<file path="src/hw/rtl/rodq_pkg.sv">
// ----------------------------------------------------------------------------
// rodq_pkg
// Shared types and constants of the ordered-dither RGB quantizer.
// ----------------------------------------------------------------------------
package rodq_pkg;

   localparam int LVL_W  = 4;   // level 0..15 (up to 16 levels)
   localparam int PROD_W = 12;  // v * (L-1), at most 255 * 15
   localparam int REM_W  = 8;   // remainder of division by 255
   localparam int THR_W  = 15;  // (2B+1) * 255, at most 32385
   localparam int BAY_W  = 6;   // Bayer entry 0..63
   localparam int IDX_W  = 8;

   typedef logic [BAY_W-1:0] bayer_entry_type;

   // 8x8 Bayer matrix, indexed by {row[2:0], column[2:0]}
   localparam bayer_entry_type BAYER_TAB [0:63] = '{
      6'd0,  6'd32, 6'd8,  6'd40, 6'd2,  6'd34, 6'd10, 6'd42,
      6'd48, 6'd16, 6'd56, 6'd24, 6'd50, 6'd18, 6'd58, 6'd26,
      6'd12, 6'd44, 6'd4,  6'd36, 6'd14, 6'd46, 6'd6,  6'd38,
      6'd60, 6'd28, 6'd52, 6'd20, 6'd62, 6'd30, 6'd54, 6'd22,
      6'd3,  6'd35, 6'd11, 6'd43, 6'd1,  6'd33, 6'd9,  6'd41,
      6'd51, 6'd19, 6'd59, 6'd27, 6'd49, 6'd17, 6'd57, 6'd25,
      6'd15, 6'd47, 6'd7,  6'd39, 6'd13, 6'd45, 6'd5,  6'd37,
      6'd63, 6'd31, 6'd55, 6'd23, 6'd61, 6'd29, 6'd53, 6'd21
   };

   // per-stage load enables
   typedef struct packed {
      logic s1;
      logic s2;
      logic s3;
      logic s4;
   } adv_type;

endpackage

</file>
<file path="src/hw/rtl/rodq_channel.sv">
// ----------------------------------------------------------------------------
// rodq_channel
// One color channel: scale, divide by 255, dither compare and clamp,
// spread over three register stages.
// ----------------------------------------------------------------------------
module rodq_channel import rodq_pkg::*; #(
   parameter int LEVELS = 6
) (
   input  logic               clock,
   input  adv_type            adv,
   input  logic [7:0]         value,
   input  logic [THR_W-1:0]   thr_s2,
   output logic [LVL_W-1:0]   level_s3
);

   localparam logic [LVL_W-1:0] TOP = LVL_W'(LEVELS - 1);

   logic [PROD_W-1:0] prod_ff, prod_in;
   logic [LVL_W-1:0]  lo_ff, lo_in;
   logic [REM_W-1:0]  rem_ff, rem_in;
   logic [LVL_W-1:0]  lvl_ff, lvl_in;
   logic [PROD_W:0]   qsum;
   logic [PROD_W-1:0] rem_full;
   logic [LVL_W:0]    lvl_up;
   logic              round_up;

   // stage 1: product
   assign prod_in = PROD_W'(value) * PROD_W'(TOP);

   // stage 2: floor(p/255) = (p + (p>>8) + 1) >> 8 for p below 65535
   always_comb begin
      qsum     = (PROD_W+1)'(prod_ff) + (PROD_W+1)'(prod_ff >> 8) + (PROD_W+1)'(1);
      lo_in    = qsum[LVL_W+7:8];
      rem_full = prod_ff - {lo_in, 8'd0} + PROD_W'(lo_in);
      rem_in   = rem_full[REM_W-1:0];
   end

   // stage 3: round up when rem*128 > (2B+1)*255, then clamp
   always_comb begin
      round_up = {rem_ff, 7'd0} > thr_s2;
      lvl_up   = (LVL_W+1)'(lo_ff) + (LVL_W+1)'(round_up);
      lvl_in   = (lvl_up > (LVL_W+1)'(TOP)) ? TOP : lvl_up[LVL_W-1:0];
   end

   always_ff @(posedge clock) begin
      if (adv.s1) begin
         prod_ff <= prod_in;
      end
      if (adv.s2) begin
         lo_ff  <= lo_in;
         rem_ff <= rem_in;
      end
      if (adv.s3) begin
         lvl_ff <= lvl_in;
      end
   end

   assign level_s3 = lvl_ff;

endmodule

</file>
<file path="src/hw/rtl/rodq_pack.sv">
// ----------------------------------------------------------------------------
// rodq_pack
// Packs three channel levels into one palette index (low 8 bits kept).
// ----------------------------------------------------------------------------
module rodq_pack import rodq_pkg::*; #(
   parameter int GREEN_LEVELS = 6,
   parameter int BLUE_LEVELS  = 6
) (
   input  logic               clock,
   input  logic               load,
   input  logic [LVL_W-1:0]   red_level,
   input  logic [LVL_W-1:0]   green_level,
   input  logic [LVL_W-1:0]   blue_level,
   output logic [IDX_W-1:0]   palette_index
);

   localparam logic [15:0] GB_MUL = 16'(GREEN_LEVELS * BLUE_LEVELS);
   localparam logic [15:0] B_MUL  = 16'(BLUE_LEVELS);

   logic [15:0]      packed_full;
   logic [IDX_W-1:0] idx_ff, idx_in;

   always_comb begin
      packed_full = 16'(red_level) * GB_MUL + 16'(green_level) * B_MUL
                  + 16'(blue_level);
      idx_in      = packed_full[IDX_W-1:0];
   end

   always_ff @(posedge clock) begin
      if (load) begin
         idx_ff <= idx_in;
      end
   end

   assign palette_index = idx_ff;

endmodule

</file>
<file path="src/hw/rtl/rgb_ordered_dither_quantizer.sv">
// ----------------------------------------------------------------------------
// rgb_ordered_dither_quantizer
// Ordered (8x8 Bayer) dither of an RGB pixel to a packed palette index.
// ----------------------------------------------------------------------------
// One pixel item is taken per clock while req_stall is low, and its palette
// index passes through four register stages: channel scaling, division by 255,
// dither compare with clamp, and index packing. Each stage holds its item
// only while the stage after it is full and held, so a stall on rsp_ fills
// the empty stages before req_stall rises, and sustained throughput is one
// item per cycle whenever rsp_stall is low.
module rgb_ordered_dither_quantizer import rodq_pkg::*; #(
   parameter int RED_LEVELS   = 6,
   parameter int GREEN_LEVELS = 6,
   parameter int BLUE_LEVELS  = 6
) (
   input  logic             clock,
   input  logic             reset,
   input  logic             req_valid,
   output logic             req_stall,
   input  logic [7:0]       req_red_value,
   input  logic [7:0]       req_green_value,
   input  logic [7:0]       req_blue_value,
   input  logic [11:0]      req_pixel_column,
   input  logic [11:0]      req_pixel_row,
   output logic             rsp_valid,
   input  logic             rsp_stall,
   output logic [IDX_W-1:0] rsp_palette_index
);

   adv_type           adv;
   logic [3:0]        vld_ff, vld_in;
   logic [THR_W-1:0]  thr_s1_ff, thr_s1_in;
   logic [THR_W-1:0]  thr_s2_ff;
   bayer_entry_type   bayer;
   logic [THR_W-1:0]  odd_b;
   logic [LVL_W-1:0]  red_lvl, green_lvl, blue_lvl;

   // a stage loads when it is empty or its contents move on
   always_comb begin
      adv.s4 = !vld_ff[3] || !rsp_stall;
      adv.s3 = !vld_ff[2] || adv.s4;
      adv.s2 = !vld_ff[1] || adv.s3;
      adv.s1 = !vld_ff[0] || adv.s2;
      vld_in = vld_ff;
      if (adv.s1) vld_in[0] = req_valid;
      if (adv.s2) vld_in[1] = vld_ff[0];
      if (adv.s3) vld_in[2] = vld_ff[1];
      if (adv.s4) vld_in[3] = vld_ff[2];
   end

   always_ff @(posedge clock) begin
      if (reset) begin
         vld_ff <= '0;
      end else begin
         vld_ff <= vld_in;
      end
   end

   // threshold (2B+1)*255 = x*256 - x
   always_comb begin
      bayer     = BAYER_TAB[{req_pixel_row[2:0], req_pixel_column[2:0]}];
      odd_b     = THR_W'({bayer, 1'b1});
      thr_s1_in = (odd_b << 8) - odd_b;
   end

   always_ff @(posedge clock) begin
      if (adv.s1) begin
         thr_s1_ff <= thr_s1_in;
      end
      if (adv.s2) begin
         thr_s2_ff <= thr_s1_ff;
      end
   end

   rodq_channel #(.LEVELS(RED_LEVELS)) u_red (
      .clock    (clock),
      .adv      (adv),
      .value    (req_red_value),
      .thr_s2   (thr_s2_ff),
      .level_s3 (red_lvl)
   );

   rodq_channel #(.LEVELS(GREEN_LEVELS)) u_green (
      .clock    (clock),
      .adv      (adv),
      .value    (req_green_value),
      .thr_s2   (thr_s2_ff),
      .level_s3 (green_lvl)
   );

   rodq_channel #(.LEVELS(BLUE_LEVELS)) u_blue (
      .clock    (clock),
      .adv      (adv),
      .value    (req_blue_value),
      .thr_s2   (thr_s2_ff),
      .level_s3 (blue_lvl)
   );

   rodq_pack #(
      .GREEN_LEVELS (GREEN_LEVELS),
      .BLUE_LEVELS  (BLUE_LEVELS)
   ) u_pack (
      .clock         (clock),
      .load          (adv.s4),
      .red_level     (red_lvl),
      .green_level   (green_lvl),
      .blue_level    (blue_lvl),
      .palette_index (rsp_palette_index)
   );

   assign req_stall = !adv.s1;
   assign rsp_valid = vld_ff[3];

endmodule

</file>
<file path="config.mk">
export PLATFORM = sky130hd
export DESIGN_NAME = rgb_ordered_dither_quantizer
export DESIGN_NICKNAME = d
export VERILOG_FILES = /design/src/hw/rtl/rodq_pkg.sv /design/src/hw/rtl/rodq_channel.sv /design/src/hw/rtl/rodq_pack.sv /design/src/hw/rtl/rgb_ordered_dither_quantizer.sv
export SDC_FILE = /design/constraint.sdc
export NUM_CORES = 1
export LEC_CHECK = 0
export BUFFER_PORTS_ARGS = -buffer_cell sky130_fd_sc_hd__buf_2
export CAP_MARGIN = 20
export CORE_UTILIZATION = 39
export CTS_BUF_LIST = sky130_fd_sc_hd__clkbuf_2 sky130_fd_sc_hd__clkbuf_4 sky130_fd_sc_hd__clkbuf_8
export DETAILED_ROUTE_END_ITERATION = 16
export PLACE_DENSITY = 0.67
export SLEW_MARGIN = 20
export SYNTH_ARGS = -nofsm -noshare
export SYNTH_HDL_FRONTEND = slang
export SYNTH_SLANG_ARGS = --single-unit
</file>
<file path="constraint.sdc">
create_clock -name clock -period 2.9 [get_ports clock]
set_input_delay 0.87 -clock clock [delete_from_list [all_inputs] [get_ports clock]]
set_output_delay 0.87 -clock clock [all_outputs]
set_load 0.03 [all_outputs]
</file>
==> results of run 1 <==
critical path, stage by stage (launching register included):
cell and delay (ns):
edfxtp_1 0.41, ha_1 0.29, nor2_1 0.04, or3_4 0.37
nor2_4 0.19, nand3_4 0.13, xnor2_4 0.18, ha_4 0.30
nand4b_1 0.18, nor3_4 0.23, or2_1 0.20, o211ai_1 0.09
Yosys cell counts (all sizes together) (2+ instances only):
| cell type | count |
|---|---|
| o211ai | 5 |
| nor3b | 5 |
| and2 | 3 |
| a21o | 20 |
| o22ai | 2 |
| edfxtp | 98 |
| a211oi | 2 |
| o21a | 2 |
| nor2b | 3 |
| or3 | 2 |
| nor2 | 30 |
| fa | 10 |
| dfxtp | 4 |
| nand2 | 28 |
| nand3 | 17 |
| inv | 33 |
| ha | 90 |
| and3 | 4 |
| nand3b | 5 |
| o21ai | 18 |
| mux2i | 2 |
| o21bai | 8 |
| a21oi | 38 |
| a21boi | 3 |
| and4 | 2 |
| xor2 | 19 |
| xnor2 | 31 |
| a2111oi | 2 |
| nand2b | 9 |
| nor3 | 4 |
through the flow:
step | hold WS [ns] | cells | worst slack (ns) | instance area [sq um] | power, W
floorplan | 0.400 | 513 | 0.0130 | 6220 | 0.00379
global placement | 0.410 | 807 | -0.0330 | 7010 | 0.00428
detailed placement | 0.407 | 807 | -0.132 | 7010 | 0.00440
CTS | 0.431 | 826 | 0.00253 | 7310 | 0.00535
global route | 0.434 | 836 | -0.0560 | 7580 | 0.00585
finish | 0.429 | 836 | 0.0335 | 7580 | 0.00541
flip-flops by register name, indices dropped and copies added (netlist names), 7 cells and up:
register	count
u_red.rem_ff	7
u_green.rem_ff	7
u_blue.prod_ff	11
u_pack.palette_index	8
u_green.prod_ff	11
u_red.prod_ff	11
u_blue.rem_ff	7
power by group through the flow:
stage | Sequential [W] | Combinational [W] | Clock, W
6_report | 0.00229 | 0.00221 | 0.000915
5_1_grt | 0.00233 | 0.00252 | 0.000996
4_1_cts | 0.00229 | 0.00212 | 0.000942
3_5_place_dp | 0.00233 | 0.00208 | 0
3_3_place_gp | 0.00231 | 0.00197 | 0
2_1_floorplan | 0.00242 | 0.00137 | 0
cell type report:
cell class / count / share of cell area (%)
multi-input cells: 376 / 44.0
clock buffers: 10 / 1.73
well taps: 211 / 3.48
repair buffers: 98 / 8.33
flip-flops and latches: 102 / 39.9
clock inverters: 6 / 0.941
inverters: 33 / 1.63
how the worst min path moves through the flow:
stage	from	end	cells after the start	slack, ns
after CTS	thr_s1_ff[9]	thr_s2_ff[9]	0	0.43
after floorplan	thr_s1_ff[10]	thr_s2_ff[10]	0	0.40
after global routing	thr_s1_ff[9]	thr_s2_ff[9]	0	0.43
after detailed placement	thr_s1_ff[9]	thr_s2_ff[9]	0	0.41
after global placement	u_blue.level_s3[0]	u_pack.palette_index[0]	0	0.41
final	thr_s1_ff[10]	thr_s2_ff[10]	0	0.43
what timing repair did:
action                     CTS  global route
buffers inserted             3            10
gates resized for setup     14            39
pin swaps                    5            20
setup endpoints to repair   10            19
gates cloned                 0             0
cells by family after synthesis:
| group | count (synthesis) |
|---|---|
| compound gates | 104 |
| xor+xnor | 50 |
| fa+ha+maj | 100 |
| buf+inv | 35 |
| flops | 102 |
| mux | 2 |
| other cells | 1 |
| simple gates | 117 |
layer usage:
layer  track usage [%]  vias up  part of all wire (%)
li1                  -     2100                     -
met5                 0        -                     0
met3              2.59       16                   2.4
met4              6.92        0                   2.1
met1              15.2     1950                    42
met2              25.7       48                    53
==> summary.md, run 1 <==
| Metric | Value |
|---|---|
| Worst Setup Start Kind | register |
| Worst Setup SP | u_green.prod_ff[2] |
| First-pass GRT wire length | approximately 18 mm |
| Die height | 128 um |
| Logic pwr share | 40.8% |
| XOR/XNOR Fraction of Synth Area | about 7.1% |
| H-Tree Depth | 3 |
| Crit-path max FO | 4 |
| Worst Path Required | 3.02 ns |
| Clk root buf | clkbuf_8 |
| Clock buffer depth | 2 |
| WL/cell | roughly 13 um |
| Peak Freq | 0.349 GHz |
| Commonest cells after routing, fill and taps aside | edfxtp_1 (98), ha_1 (83), buf_4 (54) |
| GPL Wtd Cong | between 0.8 and 0.9 |
| Initial antenna violation count | 0 |
| Cts hold-fix bufs | 0 |
| Worst vdd ir | 339 uV |
| Area delta synth->final | 22.4% |
| Worst slew margin | around two thirds |
| Drc violations | 0 |
| Worst Tran Pin Value | around 0.52 ns |
| Vias in the first global route | 4192 |
| Total negative slack | 0 ns |
| Detail Route Antenna Nets | 0 |
| DIE WIDTH | 128 um |
| CTS tree | done |
| Leakage | ~3.4 nW |
| Fin Clk Skew | approximately 0.0079 ns |
| Area of the multi-input gates | about 3300 sq um |
| Final min period | between 2 and 3 ns |
| Pwr dens | between 700 and 800 nW/um^2 |
| Worst Setup End Kind | register |
| Switching share of power | roughly 33% |
| Simple-Gate Fraction of Synth Area | 9.65% |
| Post-synth EDFFs | 98 |
| Vias per cell | about 4.9 |
| Leading cell type in the layout, fill and taps excluded | edfxtp_1 |
| Max_cap viols | 0 |
| Sequential fraction of the synthesis area | 48.8% |
| Core ar. | 15400 sq um |
| CTS Buf Count | 9 |
| Sequential share of power | a little over two fifths |
| Critical path class | reg -> reg |
| DP HPWL | 8.27 mm |
| Final Hold Fails | 0 |
| Post-synth top flop | edfxtp_1 |
| Die area | between 15000 and 20000 sq um |
| Largest family of logic cells by synthesized area | adder cells |
| Multiplexer share of the synthesized area | less than 1% |
| Compound-Gate Fraction of Synth Area | a little over a tenth |
| Register area | approximately 3000 sq um |
| Fill cells | ~1300 |
| Clock Latency Late Sink | approximately 0.38 ns |
| Yosys top cell area share | a little under half |
| N_diodes | 0 |
| Port bufs | 43 |
| Largest net degree at the start of global routing | between 40 and 50 |
| Clock Sinks | 102 |
| Status | finished, final reports clean |
| Async set-reset flop share out of synthesis | 0% |
| Yosys cell types | 45 |
| Drt pass-1 iters | 4 |
| Synth Area in Adders | between 20% and 30% |
| Syn. warnings | 0 |
| CP Capture Point | u_green.rem_ff[7] |
| Area leader, netlist | edfxtp_1 |
| Synthesized instance count | 511 |
| Mapped Area | a little over 6000 sq um |
| Clock group share of total power | approximately 17% |
| Setup violators final | 0 |
| Syn Area/Cell | about 12 sq um |
| Final core occ | 49.3% |
| Final Max Tran Viols | 0 |
| Initial Util | 40.3% |
| Final period utilization | a little over nine tenths |
| Layout cells sized above 1 | between 20% and 30% |
| Rows | 45 |
| Worst hold path class | reg -> reg |
| Congestion Overflow GR | 0 |
| Reg2reg path depth | 11 |
| Synth top area cells | edfxtp_1 (48%), ha_1 (18%), xnor2_1 (4.4%) |
| Nets@finish | between 700 and 800 |
| R2r setup slk | roughly 0.033 ns |
| Vias | just over 4000 |
| Initial DRC count | roughly 140 |
| Critical Path AT | 2.99 ns |
| Synth Register Bits | approximately 100 |
| Sw power | 0.00180 W |
| Worst r2r src | u_green.prod_ff[2] |
| Clock slew at reported path FFs | ~0.1 ns |
| WL final | 10.9 mm |
| Internal cell power | between 0.003 and 0.004 W |
| RR Endpoint | u_green.rem_ff[7] |
| Overall routing resource usage | between 10% and 20% |
| Ports | just over 60 |
No activity file was read; power rests on OpenSTA's default activity.
==> run 2: changes to the inputs <==
--- a/config.mk
+++ b/config.mk
@@ -7,6 +7,7 @@
 export LEC_CHECK = 0
 export BUFFER_PORTS_ARGS = -buffer_cell sky130_fd_sc_hd__buf_2
 export CAP_MARGIN = 20
+export CORE_ASPECT_RATIO = 0.5
 export CORE_UTILIZATION = 39
 export CTS_BUF_LIST = sky130_fd_sc_hd__clkbuf_2 sky130_fd_sc_hd__clkbuf_4 sky130_fd_sc_hd__clkbuf_8
 export DETAILED_ROUTE_END_ITERATION = 16
==> run 2 against run 1 <==
  * Utilization shrank 0.48 points
  * Final area fell by 0.43%
  * Non-clock buffer count did not move
  * Global-route usage decreased by 0.47 points
  * Setup slack worse by 0.016 ns
  * Flip-flop and latch count is the same
  * Critical endpoint is now u_blue.rem_ff[5]
  * Clock-buffer cell count unchanged
  * Critical path type unchanged
  * Cell count fell by 0.84%
  * Sequential share of layout area increased by 0.17 points
==> summary.md, run 2 (synthesis gave the netlist of run 1 again) <==
| Metric | Value |
|---|---|
| Peak Freq | 0.347 GHz |
| Nets@finish | between 700 and 800 |
| WL/cell | about 13 um |
| Vias in the first global route | approximately 4100 |
| Initial DRC count | 167 |
| First-pass GRT wire length | ~18 mm |
| Worst slew margin | a little under two thirds |
| Clk root buf | clkbuf_8 |
| Worst Setup SP | u_blue.prod_ff[10] |
| Cts hold-fix bufs | 0 |
| Biggest regs | u_blue.prod_ff x11, u_green.prod_ff x11, u_red.prod_ff x11 |
| Critical path class | reg -> reg |
| Worst vdd ir | 416 uV |
| Initial antenna violation count | 0 |
| Crit-path max FO | 5 |
| Cell chain of the critical path | ha_1 > nor2_1 > or3_4 > nor2_4 > nand3_2 > xnor2_2 > ha_4 > and4_1 > a21boi_4 > o2111ai_2 > o211ai_1 |
| Vias per cell | roughly 4.9 |
| Die area | approximately 16000 sq um |
| Final Max Tran Viols | 0 |
| Worst path depth | 11 |
| R2r setup slk | approximately 0.018 ns |
| Hold Slack | 0.422 ns |
| Commonest cells after routing, fill and taps aside | edfxtp_1 (98), ha_1 (83), buf_4 (54) |
| GPL Wtd Cong | between 0.8 and 0.9 |
| Detail Route Antenna Nets | 0 |
| Post-DP Area | 7030 sq um |
| Die height | slightly above 90 um |
| Worst Path Required | around 3 ns |
| DIE WIDTH | 180 um |
| Max_cap viols | 0 |
| CTS Buf Count | 9 |
| Final min period | slightly below 3 ns |
| Fin cells | ~830 |
| Largest net degree at the start of global routing | 41 |
| Critical Path AT | around 3 ns |
| N_diodes | 0 |
| Worst Tran Pin Value | between 0.5 and 0.6 ns |
| Clock slew at reported path FFs | 0.10 ns |
| CP Capture Point | u_blue.rem_ff[5] |
| Fin area | 7550 sq um |
| CP peak stage delay | between 0.4 and 0.5 ns |
| Initial Util | between 40 and 50% |
| Congestion Overflow GR | 0 |
| Drt pass-1 iters | 8 |
| Worst Setup Start Kind | register |
| RR Endpoint | u_blue.rem_ff[5] |
| Drc violations | 0 |
| Area delta synth->final | 21.9% |
| Leakage | 3.38 nW |
| CTS tree | done |
| Pwr dens | between 700 and 800 nW/um^2 |
| Worst hold path class | reg -> reg |
| RSZ-0062 raised after global routing | true |
| Final period utilization | 99.4% |
| Clock buffer depth | 2 |
| Clock Sinks | between 100 and 150 |
| Clock Latency Late Sink | roughly 0.36 ns |
| Final Hold Fails | 0 |
| Ports | 62 |
| Vias | ~4100 |
| Setup violators final | 0 |
| H-Tree Depth | 3 |
| Core ar. | approximately 15000 sq um |
| Overall routing resource usage | 13.4% |
| Fin Clk Skew | 0.0167 ns |
| Slowest CP cell | edfxtp_1 |
| Worst Setup End Kind | register |
| Cell total after placement | roughly 800 |
| Port bufs | 43 |
| Critical path's top delay family | simple AND/OR/NAND/NOR gates |
| Reg2reg path depth | 11 |
| Rows | 32 |
| Leading cell type in the layout, fill and taps excluded | edfxtp_1 |
| Layout cells sized above 1 | 25.9% |
| Crit path buf inv count | 0 |
| DP HPWL | around 8.1 mm |
| Worst r2r src | u_blue.prod_ff[10] |
| Status | finished, final reports clean |
| WL final | about 11 mm |
-- run 2: cell count changes in the layout (fill, tap and decap cells not counted), moves of 2 or more --
| cell | change |
|---|---|
| o21ai_1 | +4 |
| inv_6 | +2 |
| clkinv_2 | +2 |
| o21ai_0 | -4 |
| clkinv_4 | -2 |
-- run 2: layer usage --
metal / vias up / wire length (um) / GRT usage [%]
met4: 0 / 223 / 4.63
li1: 2099 / - / -
met5: - / 0 / 0
met3: 18 / 395 / 3.49
met1: 1900 / 5210 / 16.8
met2: 65 / 4970 / 22.6
-- run 2: worst min-delay path by stage --
stage / start / endpoint / slack, ns / depth (start not counted)
6_report: u_blue.level_s3[0] / u_pack.palette_index[0] / 0.42 / 0
4_1_cts: u_blue.level_s3[0] / u_pack.palette_index[0] / 0.43 / 0
3_3_place_gp: thr_s1_ff[14] / thr_s2_ff[14] / 0.41 / 0
2_1_floorplan: thr_s1_ff[10] / thr_s2_ff[10] / 0.40 / 0
3_5_place_dp: thr_s1_ff[12] / thr_s2_ff[12] / 0.41 / 0
5_1_grt: thr_s1_ff[11] / thr_s2_ff[11] / 0.44 / 0
-- run 2: timing repair --
item                       4_1_cts  5_1_grt
pin swaps                        5       27
buffers inserted                 1        8
gates resized for setup         10       47
setup endpoints to repair        7       20
-- run 2: layout make-up --
type	count	area, sq um
multi-input combinational	376	3340
inverter	33	124
fill	1371	7910
clock buffer	10	131
timing repair buffer	98	632
sequential	102	3020
tap	204	255
clock inverter	6	43.8
-- run 2: worst register-to-register path: stages (launching register included) --
cell and delay [ns]:
edfxtp_1 0.42, ha_1 0.30, nor2_1 0.05, or3_4 0.40, nor2_4 0.13, nand3_2 0.13, xnor2_2 0.26, ha_4 0.26
and4_1 0.22, a21boi_4 0.15, o2111ai_2 0.20, o211ai_1 0.11
-- run 2: stage by stage --
| stage | TNS, ns | utilization, % | setup slack (ns) | total power, W |
|---|---|---|---|---|
| final | 0 | 48.9 | 0.0179 | 0.00538 |
| after global routing | -0.499 | 48.9 | -0.133 | 0.00583 |
| after CTS | 0 | 47.0 | 0.0147 | 0.00526 |
| after detailed placement | -0.363 | 45.5 | -0.122 | 0.00440 |
| after global placement | -0.115 | 45.5 | -0.0742 | 0.00433 |
| after floorplan | 0 | - | 0.0130 | 0.00379 |
-- run 2: power by group --
part	switching [W]	internal, W	total (W)
logic	0.00115	0.00110	0.00226
registers	0.000184	0.00211	0.00230
clock network	0.000495	0.000329	0.000823
